$ cat config.mk
export PLATFORM = sky130hd
export DESIGN_NAME = csv_field_type_inference_unit
export DESIGN_NICKNAME = d
export VERILOG_FILES = /design/src/hw/rtl/csvti_pkg.sv /design/src/hw/rtl/csvti_ram.sv /design/src/hw/rtl/csv_field_type_inference_unit.sv
export SDC_FILE = /design/constraint.sdc
export NUM_CORES = 1
export LEC_CHECK = 0
export ABC_CLOCK_PERIOD_IN_PS = 20000
export BUFFER_PORTS_ARGS = -buffer_cell sky130_fd_sc_hd__buf_2
export CAP_MARGIN = 20
export CORE_MARGIN = 3
export CORE_UTILIZATION = 30
export DETAILED_ROUTE_END_ITERATION = 12
export GPL_TIMING_DRIVEN = 1
export SLEW_MARGIN = 20
export SYNTH_ARGS = -nofsm -noshare
export SYNTH_HDL_FRONTEND = slang
export SYNTH_SLANG_ARGS = --single-unit
export TNS_END_PERCENT = 50
$ cat constraint.sdc
create_clock -name clk -period 20 [get_ports clk]
set_clock_uncertainty 0.2 [all_clocks]
set_input_delay 3 -clock clk [delete_from_list [all_inputs] [get_ports clk]]
set_output_delay 3 -clock clk [all_outputs]
set_load 0.03 [all_outputs]
$ cat src/hw/rtl/csvti_pkg.sv
// ----------------------------------------------------------------------------
// csvti_pkg - shared types, constants and functions for CSV type inference
// Field classes, per-field classifier state and the byte/field helpers.
// ----------------------------------------------------------------------------
package csvti_pkg;

  // Field / column class encoding
  typedef enum logic [2:0] {
    FT_UNKNOWN = 3'd0,
    FT_STRING  = 3'd1,
    FT_INTEGER = 3'd2,
    FT_FLOAT   = 3'd3,
    FT_BOOLEAN = 3'd4,
    FT_EMPTY   = 3'd5
  } ftype_t;

  // Configuration register indexes
  localparam int CFG_IDX_W  = 8;
  localparam int CFG_DATA_W = 16;
  localparam logic [CFG_IDX_W-1:0] REG_SAMPLE_ROWS  = 8'd0;
  localparam logic [CFG_IDX_W-1:0] REG_COLUMN_COUNT = 8'd1;

  localparam logic [15:0] SAMPLE_ROWS_RST  = 16'd100;
  localparam logic [7:0]  COLUMN_COUNT_RST = 8'd128;
  localparam logic [15:0] ROWS_MAX         = 16'hFFFF;

  // Keywords: true, false, yes, no, 1, 0
  localparam int KW_COUNT = 6;
  localparam int KW_CHARS = 5;
  localparam logic [7:0] KW_TEXT [KW_COUNT][KW_CHARS] = '{
    '{8'h74, 8'h72, 8'h75, 8'h65, 8'h00},   // true
    '{8'h66, 8'h61, 8'h6C, 8'h73, 8'h65},   // false
    '{8'h79, 8'h65, 8'h73, 8'h00, 8'h00},   // yes
    '{8'h6E, 8'h6F, 8'h00, 8'h00, 8'h00},   // no
    '{8'h31, 8'h00, 8'h00, 8'h00, 8'h00},   // 1
    '{8'h30, 8'h00, 8'h00, 8'h00, 8'h00}    // 0
  };
  localparam logic [2:0] KW_LEN [KW_COUNT] = '{3'd4, 3'd5, 3'd3, 3'd2, 3'd1, 3'd1};

  localparam logic [7:0] CH_UPPER_A = 8'h41;
  localparam logic [7:0] CH_UPPER_Z = 8'h5A;
  localparam logic [7:0] CH_CASE    = 8'h20;
  localparam logic [7:0] CH_ZERO    = 8'h30;
  localparam logic [7:0] CH_NINE    = 8'h39;
  localparam logic [7:0] CH_PLUS    = 8'h2B;
  localparam logic [7:0] CH_MINUS   = 8'h2D;
  localparam logic [7:0] CH_DOT     = 8'h2E;
  localparam logic [2:0] POS_MAX    = 3'd7;

  // Per-field classifier state
  typedef struct packed {
    logic [2:0] pos;
    logic [5:0] cand;
    logic       sign_ok;
    logic       digit;
    logic       dot;
    logic       int_ok;
    logic       flt_ok;
  } fstate_t;

  localparam fstate_t FSTATE_RST = '{
    pos: 3'd0, cand: 6'h3F, sign_ok: 1'b1, digit: 1'b0,
    dot: 1'b0, int_ok: 1'b1, flt_ok: 1'b1
  };

  // Fold one byte into the field state
  function automatic fstate_t take_byte(fstate_t s, logic [7:0] c);
    fstate_t    n;
    logic [7:0] lc;
    n  = s;
    lc = (c >= CH_UPPER_A && c <= CH_UPPER_Z) ? c + CH_CASE : c;
    for (int k = 0; k < KW_COUNT; k++) begin
      if (s.pos >= KW_LEN[k]) begin
        n.cand[k] = 1'b0;
      end else if (KW_TEXT[k][s.pos] != lc) begin
        n.cand[k] = 1'b0;
      end
    end
    if (c >= CH_ZERO && c <= CH_NINE) begin
      n.digit = 1'b1;
    end else if ((c == CH_PLUS || c == CH_MINUS) && s.sign_ok) begin
      n.digit = s.digit;  // leading sign
    end else if (c == CH_DOT) begin
      n.int_ok = 1'b0;
      if (s.dot) begin
        n.flt_ok = 1'b0;
      end else begin
        n.dot = 1'b1;
      end
    end else begin
      n.int_ok = 1'b0;
      n.flt_ok = 1'b0;
    end
    n.sign_ok = 1'b0;
    if (s.pos != POS_MAX) begin
      n.pos = s.pos + 3'd1;
    end
    return n;
  endfunction

  // Class of a finished, non-empty field
  function automatic ftype_t classify(fstate_t s);
    logic kw_hit;
    kw_hit = 1'b0;
    for (int k = 0; k < KW_COUNT; k++) begin
      if (s.cand[k] && s.pos == KW_LEN[k]) begin
        kw_hit = 1'b1;
      end
    end
    if (kw_hit) begin
      return FT_BOOLEAN;
    end else if (s.int_ok && s.digit) begin
      return FT_INTEGER;
    end else if (s.flt_ok && s.dot) begin
      return FT_FLOAT;
    end
    return FT_STRING;
  endfunction

  // Column type merge
  function automatic ftype_t merge_type(ftype_t cur, ftype_t ft);
    if (cur == FT_UNKNOWN || cur == FT_EMPTY) begin
      return ft;
    end else if (cur != FT_STRING && ft != cur && ft != FT_EMPTY) begin
      return FT_STRING;
    end
    return cur;
  endfunction

endpackage

$ cat src/hw/rtl/csvti_ram.sv
// ----------------------------------------------------------------------------
// csvti_ram - simple dual-port RAM
// One write port, one read port with enable and registered read data.
// ----------------------------------------------------------------------------
module csvti_ram #(
  parameter int WIDTH = 3,
  parameter int DEPTH = 128,
  parameter int AW    = (DEPTH > 1) ? $clog2(DEPTH) : 1
) (
  input  logic             clk,
  input  logic             we,
  input  logic [AW-1:0]    waddr,
  input  logic [WIDTH-1:0] wdata,
  input  logic             re,
  input  logic [AW-1:0]    raddr,
  output logic [WIDTH-1:0] rdata
);

  logic [WIDTH-1:0] mem [DEPTH];

  always_ff @(posedge clk) begin
    if (we) begin
      mem[waddr] <= wdata;
    end
  end

  always_ff @(posedge clk) begin
    if (re) begin
      rdata <= mem[raddr];
    end
  end

endmodule

$ cat src/hw/rtl/csv_field_type_inference_unit.sv
// ----------------------------------------------------------------------------
// csv_field_type_inference_unit - per-column type inference for delimited text
// Classifies each field as empty/boolean/integer/float/string from its bytes
// and merges the class into a per-column type table.
// ----------------------------------------------------------------------------
//
//  channel | handshake            | payload
//  --------+----------------------+---------------------------------------------
//  in      | in_valid / in_stall  | in_column, in_char_code, in_no_chars,
//          |                      | in_field_end, in_row_end
//  out     | out_valid / out_stall| out_column, out_field_type,
//          |                      | out_column_type, out_updated
//  cfg     | cfg_valid / cfg_ready| cfg_index, cfg_data
//
//  One input beat per cycle while in_stall is low. A beat that ends a field gives
//  one result beat, registered through classify -> table merge -> output register.
//  After reset the column table is swept to unknown over all MAX_COLS entries;
//  in_stall is held high during the sweep, cfg writes are taken throughout.
//  Apart from the sweep, in_stall rises only while a result is held in the output
//  register and the merge stage is also full; it never depends on in_valid.
//
module csv_field_type_inference_unit #(
  parameter int MAX_COLS = 128
) (
  input  logic                                 clk,
  input  logic                                 rst_n,
  // input beats
  input  logic                                 in_valid,
  output logic                                 in_stall,
  input  logic [6:0]                           in_column,
  input  logic [7:0]                           in_char_code,
  input  logic                                 in_no_chars,
  input  logic                                 in_field_end,
  input  logic                                 in_row_end,
  // result beats
  output logic                                 out_valid,
  input  logic                                 out_stall,
  output logic [6:0]                           out_column,
  output csvti_pkg::ftype_t                    out_field_type,
  output csvti_pkg::ftype_t                    out_column_type,
  output logic                                 out_updated,
  // configuration writes
  input  logic                                 cfg_valid,
  output logic                                 cfg_ready,
  input  logic [csvti_pkg::CFG_IDX_W-1:0]      cfg_index,
  input  logic [csvti_pkg::CFG_DATA_W-1:0]     cfg_data
);

  import csvti_pkg::*;

  localparam int AW = (MAX_COLS > 1) ? $clog2(MAX_COLS) : 1;
  localparam logic [AW-1:0] CLR_LAST = AW'(MAX_COLS - 1);

  // --------------------------------------------------------------------------
  // Configuration registers
  // --------------------------------------------------------------------------
  logic [15:0] sample_rows_r;
  logic [7:0]  column_count_r;

  assign cfg_ready = 1'b1;

  always_ff @(posedge clk) begin
    if (!rst_n) begin
      sample_rows_r  <= SAMPLE_ROWS_RST;
      column_count_r <= COLUMN_COUNT_RST;
    end else if (cfg_valid && cfg_ready) begin
      case (cfg_index)
        REG_SAMPLE_ROWS:  sample_rows_r  <= cfg_data;
        REG_COLUMN_COUNT: column_count_r <= cfg_data[7:0];
        default: ;  // unknown index: ignored
      endcase
    end
  end

  // --------------------------------------------------------------------------
  // Table clearing sweep after reset
  // --------------------------------------------------------------------------
  logic          clr_active_r;
  logic [AW-1:0] clr_idx_r;

  always_ff @(posedge clk) begin
    if (!rst_n) begin
      clr_active_r <= 1'b1;
      clr_idx_r    <= '0;
    end else if (clr_active_r) begin
      if (clr_idx_r == CLR_LAST) begin
        clr_active_r <= 1'b0;
      end
      clr_idx_r <= clr_idx_r + AW'(1);
    end
  end

  // --------------------------------------------------------------------------
  // Handshake / stage control
  // --------------------------------------------------------------------------
  logic s1_valid_r;
  logic out_valid_r;
  logic s1_fire;
  logic in_fire;
  logic in_ends;

  assign s1_fire  = s1_valid_r && !(out_valid_r && out_stall);
  assign in_stall = clr_active_r || (s1_valid_r && out_valid_r && out_stall);
  assign in_fire  = in_valid && !in_stall;
  assign in_ends  = in_no_chars || in_field_end;

  // --------------------------------------------------------------------------
  // Stage 0: per-byte classifier, updated on every accepted beat
  // --------------------------------------------------------------------------
  fstate_t fst_r;
  fstate_t fst_byte;
  ftype_t  in_ftype;

  always_comb begin
    fst_byte = take_byte(fst_r, in_char_code);
    in_ftype = in_no_chars ? FT_EMPTY : classify(fst_byte);
  end

  always_ff @(posedge clk) begin
    if (!rst_n) begin
      fst_r <= FSTATE_RST;
    end else if (in_fire) begin
      fst_r <= in_ends ? FSTATE_RST : fst_byte;
    end
  end

  // --------------------------------------------------------------------------
  // Column table: read issued on acceptance, written by the sweep and the merge stage
  // --------------------------------------------------------------------------
  logic [31:0]   in_col_ext;
  logic [31:0]   s1_col_ext;
  logic [AW-1:0] ram_waddr;
  logic [2:0]    ram_wdata;
  logic          ram_we;
  logic [2:0]    ram_rdata;

  logic [6:0]    s1_col_r;
  ftype_t        s1_ftype_r;
  logic          s1_rend_r;

  ftype_t        cur_type;
  ftype_t        merged;
  ftype_t        col_type;
  logic          in_range;
  logic          sampling;
  logic          upd;

  assign in_col_ext = 32'(in_column);
  assign s1_col_ext = 32'(s1_col_r);

  assign ram_we    = clr_active_r || (s1_fire && upd);
  assign ram_waddr = clr_active_r ? clr_idx_r : s1_col_ext[AW-1:0];
  assign ram_wdata = clr_active_r ? FT_UNKNOWN : merged;

  csvti_ram #(
    .WIDTH (3),
    .DEPTH (MAX_COLS),
    .AW    (AW)
  ) u_col_table (
    .clk   (clk),
    .we    (ram_we),
    .waddr (ram_waddr),
    .wdata (ram_wdata),
    .re    (in_fire),
    .raddr (in_col_ext[AW-1:0]),
    .rdata (ram_rdata)
  );

  // bypass: last table write, covers a read that raced the write
  logic       byp_valid_r;
  logic [6:0] byp_col_r;
  ftype_t     byp_type_r;

  always_ff @(posedge clk) begin
    if (!rst_n || clr_active_r) begin
      byp_valid_r <= 1'b0;
    end else if (s1_fire && upd) begin
      byp_valid_r <= 1'b1;
    end
  end

  always_ff @(posedge clk) begin
    if (s1_fire && upd) begin
      byp_col_r  <= s1_col_r;
      byp_type_r <= merged;
    end
  end

  // --------------------------------------------------------------------------
  // Stage 1: merge into the column table
  // --------------------------------------------------------------------------
  logic [15:0] rows_sampled_r;

  always_ff @(posedge clk) begin
    if (!rst_n) begin
      s1_valid_r <= 1'b0;
    end else begin
      s1_valid_r <= (in_fire && in_ends) || (s1_valid_r && !s1_fire);
    end
  end

  always_ff @(posedge clk) begin
    if (in_fire && in_ends) begin
      s1_col_r   <= in_column;
      s1_ftype_r <= in_ftype;
      s1_rend_r  <= in_row_end;
    end
  end

  always_comb begin
    if (byp_valid_r && byp_col_r == s1_col_r) begin
      cur_type = byp_type_r;
    end else begin
      cur_type = ftype_t'(ram_rdata);
    end
    in_range = ({1'b0, s1_col_r} < column_count_r) && (s1_col_ext < 32'(MAX_COLS));
    sampling = rows_sampled_r < sample_rows_r;
    merged   = merge_type(cur_type, s1_ftype_r);
    upd      = in_range && sampling;
    if (!in_range) begin
      col_type = FT_UNKNOWN;
    end else if (sampling) begin
      col_type = merged;
    end else begin
      col_type = cur_type;
    end
  end

  // row counter keeps running (saturating) after the table freezes
  always_ff @(posedge clk) begin
    if (!rst_n) begin
      rows_sampled_r <= '0;
    end else if (s1_fire && s1_rend_r && rows_sampled_r != ROWS_MAX) begin
      rows_sampled_r <= rows_sampled_r + 16'd1;
    end
  end

  // --------------------------------------------------------------------------
  // Output register
  // --------------------------------------------------------------------------
  logic [6:0] out_col_r;
  ftype_t     out_ftype_r;
  ftype_t     out_ctype_r;
  logic       out_upd_r;

  always_ff @(posedge clk) begin
    if (!rst_n) begin
      out_valid_r <= 1'b0;
    end else begin
      out_valid_r <= s1_fire || (out_valid_r && out_stall);
    end
  end

  always_ff @(posedge clk) begin
    if (s1_fire) begin
      out_col_r   <= s1_col_r;
      out_ftype_r <= s1_ftype_r;
      out_ctype_r <= col_type;
      out_upd_r   <= upd;
    end
  end

  assign out_valid       = out_valid_r;
  assign out_column      = out_col_r;
  assign out_field_type  = out_ftype_r;
  assign out_column_type = out_ctype_r;
  assign out_updated     = out_upd_r;

endmodule
### Yosys cells after proc, flatten, opt, wreduce, memory -nomap -nowiden

Memory sizes are Yosys's and may differ from the RTL's. A register that Yosys moved wholly into a read port is not among the register bits.
Cells that the tools add are included.
W data, S select, Z words.

* bits in registers: 100
* RAM bits: 384
* bits in read-only memories: 384
* input port bits: 47
* output and inout port bits: 17
* word-level logic and storage cells: 178
* memories kept: 7

Memories
* u_col_table.mem: depth 128, width 3, rd ports 1, clocked after Yosys merged registers in 1, wr ports 1, line csvti_ram.sv:19 `logic [WIDTH-1:0] mem [DEPTH];`
* (no name shown): depth 8, width 8, rd ports 1, clocked after Yosys merged registers in 0, wr ports 0, line csvti_pkg.sv:75 `end else if (KW_TEXT[k][s.pos] != lc) begin`
* (no name shown): depth 8, width 8, rd ports 1, clocked after Yosys merged registers in 0, wr ports 0, line csvti_pkg.sv:75
* (no name shown): depth 8, width 8, rd ports 1, clocked after Yosys merged registers in 0, wr ports 0, line csvti_pkg.sv:75
* (no name shown): depth 8, width 8, rd ports 1, clocked after Yosys merged registers in 0, wr ports 0, line csvti_pkg.sv:75
* (no name shown): depth 8, width 8, rd ports 1, clocked after Yosys merged registers in 0, wr ports 0, line csvti_pkg.sv:75
* 1 more memories

* $add $sub $neg: 4
* order comparisons: 13
* eq/ne operators: 23
* multiplexer cells: 59
* bitwise gates (word level): 2
* reductions and logical operators: 44

Operator list (number)
* $mux W8: 13
* $ne A8 B8 Y1: 6
* $mux W3: 13
* $mux W1: 31
* $logic_and A1 B1 Y1: 26
* $eq A8 B6 Y1 const B: 3
* $add A16 B1 Y16 const B: 1
* $lt A16 B16 Y1: 1
* $ne A16 B16 Y1 const B: 1
* $mux W14: 1
* $eq A3 B3 Y1 const B: 3
* $add A8 B6 Y8 const B: 1
* $eq A8 B1 Y1 const B: 1
* $ge A8 B6 Y1 const B: 1
* $ge A8 B7 Y1 const B: 1
* $le A8 B6 Y1 const B: 1
* $le A8 B7 Y1 const B: 1
* $logic_not A8 Y1: 1
* $logic_or A1 B1 Y1: 8
* $lt A7 B8 Y1: 1
* $lt A7 B8 Y1 const B: 1
* $add A7 B1 Y7 const B: 1
* $eq A7 B7 Y1: 1
* $eq A7 B7 Y1 const B: 1
* other kinds (18): 26

### Depth between registers and ports, before layout

Gate-level depths: netlist of the first run.

* depth after elaboration: 17
* depth in mapped cells: 11
* mapped depth without buffers: 10

### Modules after synthesis

From an unflattened synthesis of the first run, not the netlist that was laid out.

* cell total of the unflattened synthesis: 1315
* area total of the unflattened synthesis: 20906.3 µm²

By module, submodules not included
* csvti_ram: times used 1, cells an instance 728, area each 15383.5 µm², seq. area each 11621.1 µm²
* csv_field_type_inference_unit: times used 1, cells an instance 587, area each 5522.8 µm², seq. area each 2352.3 µm²

### Worst setup path before layout of the first run

Ideal clock, no wire load.

* kind: register -> register
* start: reg s1_col_r[3]
* end: mem u_col_table.mem[0][2] (data pin)
* library setup time: 1152 ps
* arrival time: 6812 ps
* required time: 18648 ps
* setup slack: 11836 ps
* cell stages (with the launch flop): 9
* path buffers: 1
* clock period less this slack: 8164 ps
* cells stage by stage: edfxtp_1 xnor2_1 nand4_1 nor2_1 clkbuf_1 mux2i_1 xnor2_1 o21a_1 nor3_1

* longest elaborated chain between the ends: 10
* elaborated cells on any way between the ends: 15
* those cells by class: 4 x eq/ne; 6 x mux; 5 x reduce/logical

Ends and longest elaborated chain
* start, declared: line csv_field_type_inference_unit.sv:137 `logic [6:0] s1_col_r;`
* start signal, assigned: line csv_field_type_inference_unit.sv:204 `s1_col_r <= in_column;`
* $eq A7 B7 Y1 *: line csv_field_type_inference_unit.sv:211 `if (byp_valid_r && byp_col_r == s1_col_r) begin`
* $logic_and A1 B1 Y1 *: line csv_field_type_inference_unit.sv:211
* $mux W3 *: line csv_field_type_inference_unit.sv:211
* $ne A3 B1 Y1 or $ne A3 B3 Y1 (tied branches): line csvti_pkg.sv:124 `end else if (cur != FT_STRING && ft != cur && ft != FT_EMPTY) begin`
* $logic_and A1 B1 Y1 (2 in series): line csvti_pkg.sv:124
* $mux W1: line csvti_pkg.sv:124
* $mux W1: line csvti_pkg.sv:122 `if (cur == FT_UNKNOWN || cur == FT_EMPTY) begin`
* $mux W3 *: line csvti_pkg.sv:127 `return cur;`
* $mux W3 *: line csv_field_type_inference_unit.sv:153 `assign ram_wdata = clr_active_r ? FT_UNKNOWN : merged;`
* via ram_wdata[2]: line csv_field_type_inference_unit.sv:133 `logic [2:0] ram_wdata;`
* end, declared: line csvti_ram.sv:19

Mark *: on every way through the listed nets, which the timed path passes. The rest lies on a longest branch.

### Worst setup path after layout of the first run

* start: in out_stall
* end: out in_stall

* longest elaborated chain between the ends: 2

Ends and longest elaborated chain
* start, declared: line csv_field_type_inference_unit.sv:37 `input logic out_stall,`
* $logic_and A1 B1 Y1: line csv_field_type_inference_unit.sv:103 `assign in_stall = clr_active_r || (s1_valid_r && out_valid_r && out_stall);`
* $logic_or A1 B1 Y1: line csv_field_type_inference_unit.sv:103
* end, declared: line csv_field_type_inference_unit.sv:29 `output logic in_stall,`

Every way passes these cells.

==> results of run 1 <==
## worst max-delay path by stage
stage	startpoint	endpoint	slack (ns)
CTS	out_stall	in_stall	13.24
global placement	out_stall	in_stall	13.17
finish	out_stall	in_stall	13.22
global route	out_stall	in_stall	13.17
detailed placement	in_column[0]	u_col_table.rdata[2]	13.16
floorplan	s1_col_r[3]	u_col_table.mem[0][2]	11.84
## metal layers
layer	part of all wire, %	routed length [um]	up-vias
met5	0.041	20	-
met3	6.5	3120	81
li1	-	-	5446
met2	49	23700	419
met4	2.3	1100	4
met1	42	20400	6198
## cell usage after synthesis, types with 30 or more instances
library cell | n | share of area, %
edfxtp_1 | 422 | 60
nor2_1 | 181 | 3.2
mux4_2 | 126 | 13
nand2_1 | 124 | 2.2
dfxtp_1 | 65 | 6.1
clkbuf_1 | 61 | 1.1
inv_1 | 43 | 0.76
a21oi_1 | 33 | 0.78
nor2b_1 | 33 | 0.97
mux2i_1 | 31 | 1.5
ha_1 | 30 | 1.8
## registers in the layout (all words and copies together), names as in the netlist, 7 cells and up
name             cells
byp_col_r            7
out_column           7
clr_idx_r            7
u_col_table.mem    384
rows_sampled_r      16
column_count_r       8
fst_r               14
s1_col_r             7
sample_rows_r       16
## layout make-up
cell class              count  area [um^2]  share of cell area, %
flip-flops and latches    487        14000                   58.0
multi-input cells         798         6840                   28.4
clock buffers              66         1350                   5.61
well taps                 931         1160                   4.83
repair buffers             74          409                   1.70
clock inverters            22          210                  0.872
inverters                  43          161                  0.669
diodes                      1         2.50                 0.0104
## kinds of logic after synthesis
group / synth area share (%)
xor+xnor: 1.57
flops: 65.9
other cells: 0.0177
buf+inv: 2.30
fa+ha+maj: 1.77
mux: 15.2
compound gates: 3.95
simple gates: 9.32
## cells in the final DEF, fill, tap and decap left out, drive strengths merged, types with 3 or more instances in the layout
cell type	count
a211oi	5
a21boi	6
a21o	7
a21oi	33
a31oi	7
a32oi	3
and2	20
and3	5
buf	74
bufinv	3
clkbuf	66
clkinv	11
clkinvlp	4
dfxtp	65
edfxtp	422
ha	30
inv	47
mux2	6
mux2i	31
mux4	126
nand2	124
nand2b	9
nand3	23
nand4	7
nor2	181
nor2b	33
nor3	13
nor3b	3
nor4	8
o211ai	7
o21ai	22
o21bai	4
o22ai	4
o31ai	4
o41ai	3
or3	7
xnor2	23
xor2	15
## worst reg2reg max path, cell delays in order (launching register included)
cell and delay [ns]:
edfxtp_1 0.56, xnor2_1 0.24, nand4_1 0.17, nor2_1 0.83
mux2i_1 0.24, o2bb2ai_1 0.29, a21oi_1 0.14, nor2_4 0.64
buf_4 0.87
## power by group through the flow
stage	logic [mW]	clock network [mW]	registers [mW]
3_3_place_gp	0.0816	0	1.11
2_1_floorplan	0.0563	0	1.11
4_1_cts	0.0831	0.916	1.09
6_report	0.0821	0.896	1.09
5_1_grt	0.0882	0.956	1.09
3_5_place_dp	0.0830	0	1.11
## stage by stage
stage / util, % / total power, mW
final: 34.8 / 2.07
after global routing: 34.8 / 2.14
after CTS: 34.8 / 2.09
after detailed placement: 32.5 / 1.20
after global placement: 32.5 / 1.20
after floorplan: - / 1.17
==> impl_metrics.env, run 1 <==
export IMPL_synth_seq_area_share_pct=65.9
export IMPL_synth_flop_cell="edfxtp_1"
export IMPL_outcome="finished clean"
export IMPL_nFillCells=6611
export IMPL_hold_end="fst_r[4]"
export IMPL_placedCellCount=2333
export IMPL_final_antenna_net_count=0
export IMPL_area_growth_pct=13.7
export IMPL_crit_path_end_kind="output port"
export IMPL_wirelength_um=48300
export IMPL_critPathMaxFanout=4
export IMPL_max_slew_margin_pct=27.0
export IMPL_max_freq_mhz=148
export IMPL_grt_met1_usage_pct=17.2
export IMPL_fp_dieH_um=272
export IMPL_dpl_worst_slack_ns=13.16
export IMPL_pin_count=64
export IMPL_power_density_nw_per_um2=85.9
export IMPL_h_tree_depth=2
export IMPL_drt_iter0_drc=1133
export IMPL_irDropWorstVdd_v=0.0000609
export IMPL_clockBufferDepth=3
export IMPL_seqPwrFrac_pct=52.8
export IMPL_vias_per_cell=5.02
export IMPL_cts_num_sinks=487
export IMPL_grt_pass1_wl_um=74800
export IMPL_hp_start="fst_r[4]"
export IMPL_syn_inst=1404
export IMPL_syn_cell_area_um2=21200
export IMPL_critPathKind="in -> out"
export IMPL_r2r_end="u_col_table.mem[103][1]"
export IMPL_crit_family="buffers and inverters"
export IMPL_grt_overflow=0
export IMPL_synthArstFlopShare_pct=0
export IMPL_min_period_ns=6.78
export IMPL_synth_warnings=0
export IMPL_syn_nets=1481
export IMPL_drtPass1Iterations=5
export IMPL_layout_drive_gt1_share_pct=19.3
export IMPL_cp_start_kind="primary input"
export IMPL_use_met2_pct=21.7
export IMPL_dpl_instance_area_um2=22500
export IMPL_path_cells="buf_2 -> a31oi_1 -> inv_1 -> buf_2"
export IMPL_insertion_delay_ns=0.58
export IMPL_rsz0062_at_grt="no"
export IMPL_gp_congestion=0.795
export IMPL_cts_root_buffer="clkbuf_16"
export IMPL_power_share_clock_pct=43.3
export IMPL_max_slew_worst_pin_slew_ns=1.10
export IMPL_cp_num_buf_inv=3
export IMPL_whs_ns=0.244
export IMPL_p_comb_share_pct=4.0
export IMPL_core_um2=69300
export IMPL_cp_data_required_time_ns=16.80
export IMPL_grt_total_usage_pct=13.0
export IMPL_die_w_um=272
export IMPL_drcViolationCount=0
export IMPL_regToRegSetupSlack_ns=15.40
export IMPL_arrival_ns=3.58
export IMPL_placementRows=96
export IMPL_max_cap_violations=0
export IMPL_final_max_slew_viol_count=0
export IMPL_grt_max_degree=97
export IMPL_p_sw_share_pct=20.9
export IMPL_cts_setup_buffers=0
export IMPL_post_route_period_util_pct=33.9
export IMPL_cts_repair_resize_count=0
export IMPL_vias=12100
export IMPL_holdCritPathClass="reg -> reg"
export IMPL_syn_mean_instance_area_um2=15.1
export IMPL_grt_pass1_vias=12300
export IMPL_cts_hold_buffers=0
export IMPL_hpwl_um=30000
export IMPL_max_stage_delay_ns=0.19
export IMPL_die_area_um2=73900
export IMPL_ff2ff_path_depth=8
export IMPL_crit_cells=4
export IMPL_io_buffers=62
export IMPL_grt_busiest_layer="met2"
export IMPL_slowest_stage="a31oi_1"
export IMPL_finalHoldViolCount=0
export IMPL_antenna_found_initial=3
export IMPL_numCtsBuffers=48
export IMPL_setup_slack_ns=13.22
export IMPL_finalSetupTns_ns=0
export IMPL_synth_edf_count=422
export IMPL_intPower_mw=1.64
export IMPL_ys_types=61
export IMPL_drt_wirelength_per_cell_um=20.0
export IMPL_setup_viol=0
export IMPL_hold_depth=2
export IMPL_grt_met3_usage_pct=2.47
export IMPL_clk_pin_slew_ns=0.06
export IMPL_leakagePower_nw=7.80
export IMPL_r2r_start="s1_col_r[6]"
export IMPL_cts_tree="yes"
export IMPL_layout_cells_non_filler=2422
export IMPL_ys_seq_elements=487
export IMPL_cp_common_cell="buf_2"
export IMPL_final_nets=1529
export IMPL_final_area_um2=24100
export IMPL_switchingPower_uw=433
export IMPL_initial_core_util_pct=30.6
(Power assumes the default switching activity.)
==> inputs of run 2 (changes only) <==
--- a/config.mk
+++ b/config.mk
@@ -5,7 +5,7 @@
 export SDC_FILE = /design/constraint.sdc
 export NUM_CORES = 1
 export LEC_CHECK = 0
-export ABC_CLOCK_PERIOD_IN_PS = 20000
+export ABC_CLOCK_PERIOD_IN_PS = 5500
 export BUFFER_PORTS_ARGS = -buffer_cell sky130_fd_sc_hd__buf_2
 export CAP_MARGIN = 20
 export CORE_MARGIN = 3
==> constraint.sdc (replaced) <==
create_clock -name clk -period 5.5 [get_ports clk]
set_clock_uncertainty 0.2 [all_clocks]
set_input_delay 0.825 -clock clk [delete_from_list [all_inputs] [get_ports clk]]
set_output_delay 0.825 -clock clk [all_outputs]
set_load 0.03 [all_outputs]
==> run 2 against run 1 <==
- combinational power rose to 3.8 times the previous value
- first-iteration DRC count shrank 4.1%
- sequential share of layout area shrank 1.1 points
- non-clock buffer count rose by 2
- sequential cell count stayed put
- die area unchanged
- global-route usage about the same
- power grew to 4.0 times the previous value
- largest power group unchanged
==> impl_metrics.env, run 2 (same netlist as run 1, synthesis figures left out) <==
export IMPL_hpwl_um=29300
export IMPL_regToRegSetupSlack_ns=1.43
export IMPL_cts_repair_resize_count=0
export IMPL_final_nets=1534
export IMPL_max_freq_mhz=246
export IMPL_grt_pass1_vias=12500
export IMPL_dpl_worst_slack_ns=1.36
export IMPL_max_slew_margin_pct=29.7
export IMPL_core_um2=69300
export IMPL_r2r_end="u_col_table.mem[110][2]"
export IMPL_area_growth_pct=16.0
export IMPL_mostFrequentLayoutCell="edfxtp_1"
export IMPL_nFillCells=6531
export IMPL_whs_ns=0.201
export IMPL_vias=12100
export IMPL_clockBufferDepth=3
export IMPL_outcome="finished clean"
export IMPL_ff2ff_path_depth=11
export IMPL_post_route_period_util_pct=74.0
export IMPL_cts_hold_buffers=0
export IMPL_grt_pass1_wl_um=74800
export IMPL_numCtsBuffers=51
export IMPL_die_area_um2=73900
export IMPL_wirelength_um=48300
export IMPL_crit_path_end_kind="flop"
export IMPL_largest_reg_flops=384
export IMPL_final_max_slew_viol_count=0
export IMPL_finalHoldViolCount=0
export IMPL_pin_count=64
export IMPL_drt_iter0_drc=1087
export IMPL_finalSetupTns_ns=0
export IMPL_critPathKind="reg -> reg"
export IMPL_io_buffers=62
export IMPL_die_w_um=272
export IMPL_final_cell_mix="edfxtp_1 (422), nor2_1 (179), mux4_2 (126)"
export IMPL_cp_data_required_time_ns=5.59
export IMPL_cts_tree="yes"
export IMPL_min_period_ns=4.07
export IMPL_drcViolationCount=0
export IMPL_critPathMaxFanout=64
export IMPL_max_slew_worst_pin_slew_ns=1.05
export IMPL_fp_dieH_um=272
export IMPL_cts_setup_buffers=0
export IMPL_holdCritPathClass="in -> reg"
export IMPL_setup_viol=0
export IMPL_setup_slack_ns=1.43
export IMPL_clk_pin_slew_ns=0.06
export IMPL_grt_max_degree=129
export IMPL_vias_per_cell=4.96
export IMPL_power_density_nw_per_um2=334
export IMPL_hold_end="s1_rend_r"
export IMPL_gp_congestion=0.814
export IMPL_drt_wirelength_per_cell_um=19.9
export IMPL_drtPass1Iterations=5
export IMPL_grt_overflow=0
export IMPL_hp_start="in_row_end"
export IMPL_cts_root_buffer="clkbuf_16"
export IMPL_cts_num_sinks=487
export IMPL_irDropWorstVdd_v=0.000252
export IMPL_regMostFlops="u_col_table.mem"
export IMPL_h_tree_depth=2
export IMPL_cp_start_kind="flop"
export IMPL_leakagePower_nw=7.94
export IMPL_r2r_start="sample_rows_r[9]"
export IMPL_insertion_delay_ns=0.62
export IMPL_max_cap_violations=0
export IMPL_antenna_found_initial=1
export IMPL_initial_core_util_pct=30.6
export IMPL_layout_drive_gt1_share_pct=20.3
export IMPL_placementRows=96
export IMPL_grt_total_usage_pct=13.1
export IMPL_final_antenna_net_count=0
export IMPL_arrival_ns=4.16
export IMPL_rsz0062_at_grt="no"
export IMPL_hold_depth=1
export IMPL_reg_top3="u_col_table.mem (384), rows_sampled_r (16), sample_rows_r (16)"
## run 2: cell types whose count changed in the layout (fill, tap and decap cells not counted), sizes merged
cell      before  now
buf           74   76
bufinv         3   15
clkbuf        66   58
clkinv        11   14
clkinvlp       4    7
inv           47   45
## run 2: final cells by class
type | count | area [um^2] | share of cell area, %
multi-input combinational | 798 | 6840 | 27.8
timing repair buffer | 76 | 499 | 2.03
tap | 931 | 1160 | 4.74
clock buffer | 58 | 1310 | 5.34
clock inverter | 38 | 631 | 2.56
antenna | 1 | 2.50 | 0.0102
inverter | 43 | 161 | 0.656
sequential | 487 | 14000 | 56.8
## run 2: critical path: stages (launching register included)
cell and delay [ns]:
dfxtp_1 0.34, inv_1 0.05, ha_1 0.29, a21oi_1 0.06, o21ai_0 0.24, a41oi_1 0.09, o31ai_1 0.82, o21bai_1 0.24
inv_1 0.16, a32oi_4 0.23, buf_4 0.76, nor2_1 0.24
## run 2: how the worst max path moves through the flow
stage,startpoint,to,slack (ns),cells after the start
after floorplan,s1_col_r[3],u_col_table.mem[0][1],1.06,7
after global placement,in_column[0],u_col_table.rdata[1],1.37,6
after detailed placement,in_column[0],u_col_table.rdata[1],1.36,6
after CTS,sample_rows_r[11],u_col_table.mem[110][2],1.43,11
after global routing,sample_rows_r[11],u_col_table.mem[114][1],1.20,11
final,sample_rows_r[9],u_col_table.mem[110][2],1.43,11
## run 2: stage by stage
step	utilization, %	std cells	total power [mW]	area (um^2)
global placement	32.7	2335	4.36	22600
floorplan	-	1404	4.26	21200
detailed placement	32.7	2335	4.36	22600
CTS	35.5	2431	8.30	24600
global route	35.5	2431	8.46	24600
finish	35.5	2432	8.21	24600
## run 2: metal layers
| layer | up-vias | share of wire, % | global-route usage, % | wire [um] |
|---|---|---|---|---|
| li1 | 5451 | - | - | - |
| met1 | 6142 | 42 | 16.9 | 20500 |
| met2 | 397 | 48 | 21.8 | 23400 |
| met3 | 81 | 6.2 | 2.66 | 3020 |
| met4 | 0 | 2.9 | 4.73 | 1400 |
| met5 | - | 0 | 0 | 0 |
## run 2: power by group
part | switching [mW] | total, mW | internal [mW]
logic | 0.187 | 0.311 | 0.124
registers | 0.00594 | 3.97 | 3.97
clock network | 1.48 | 3.93 | 2.44
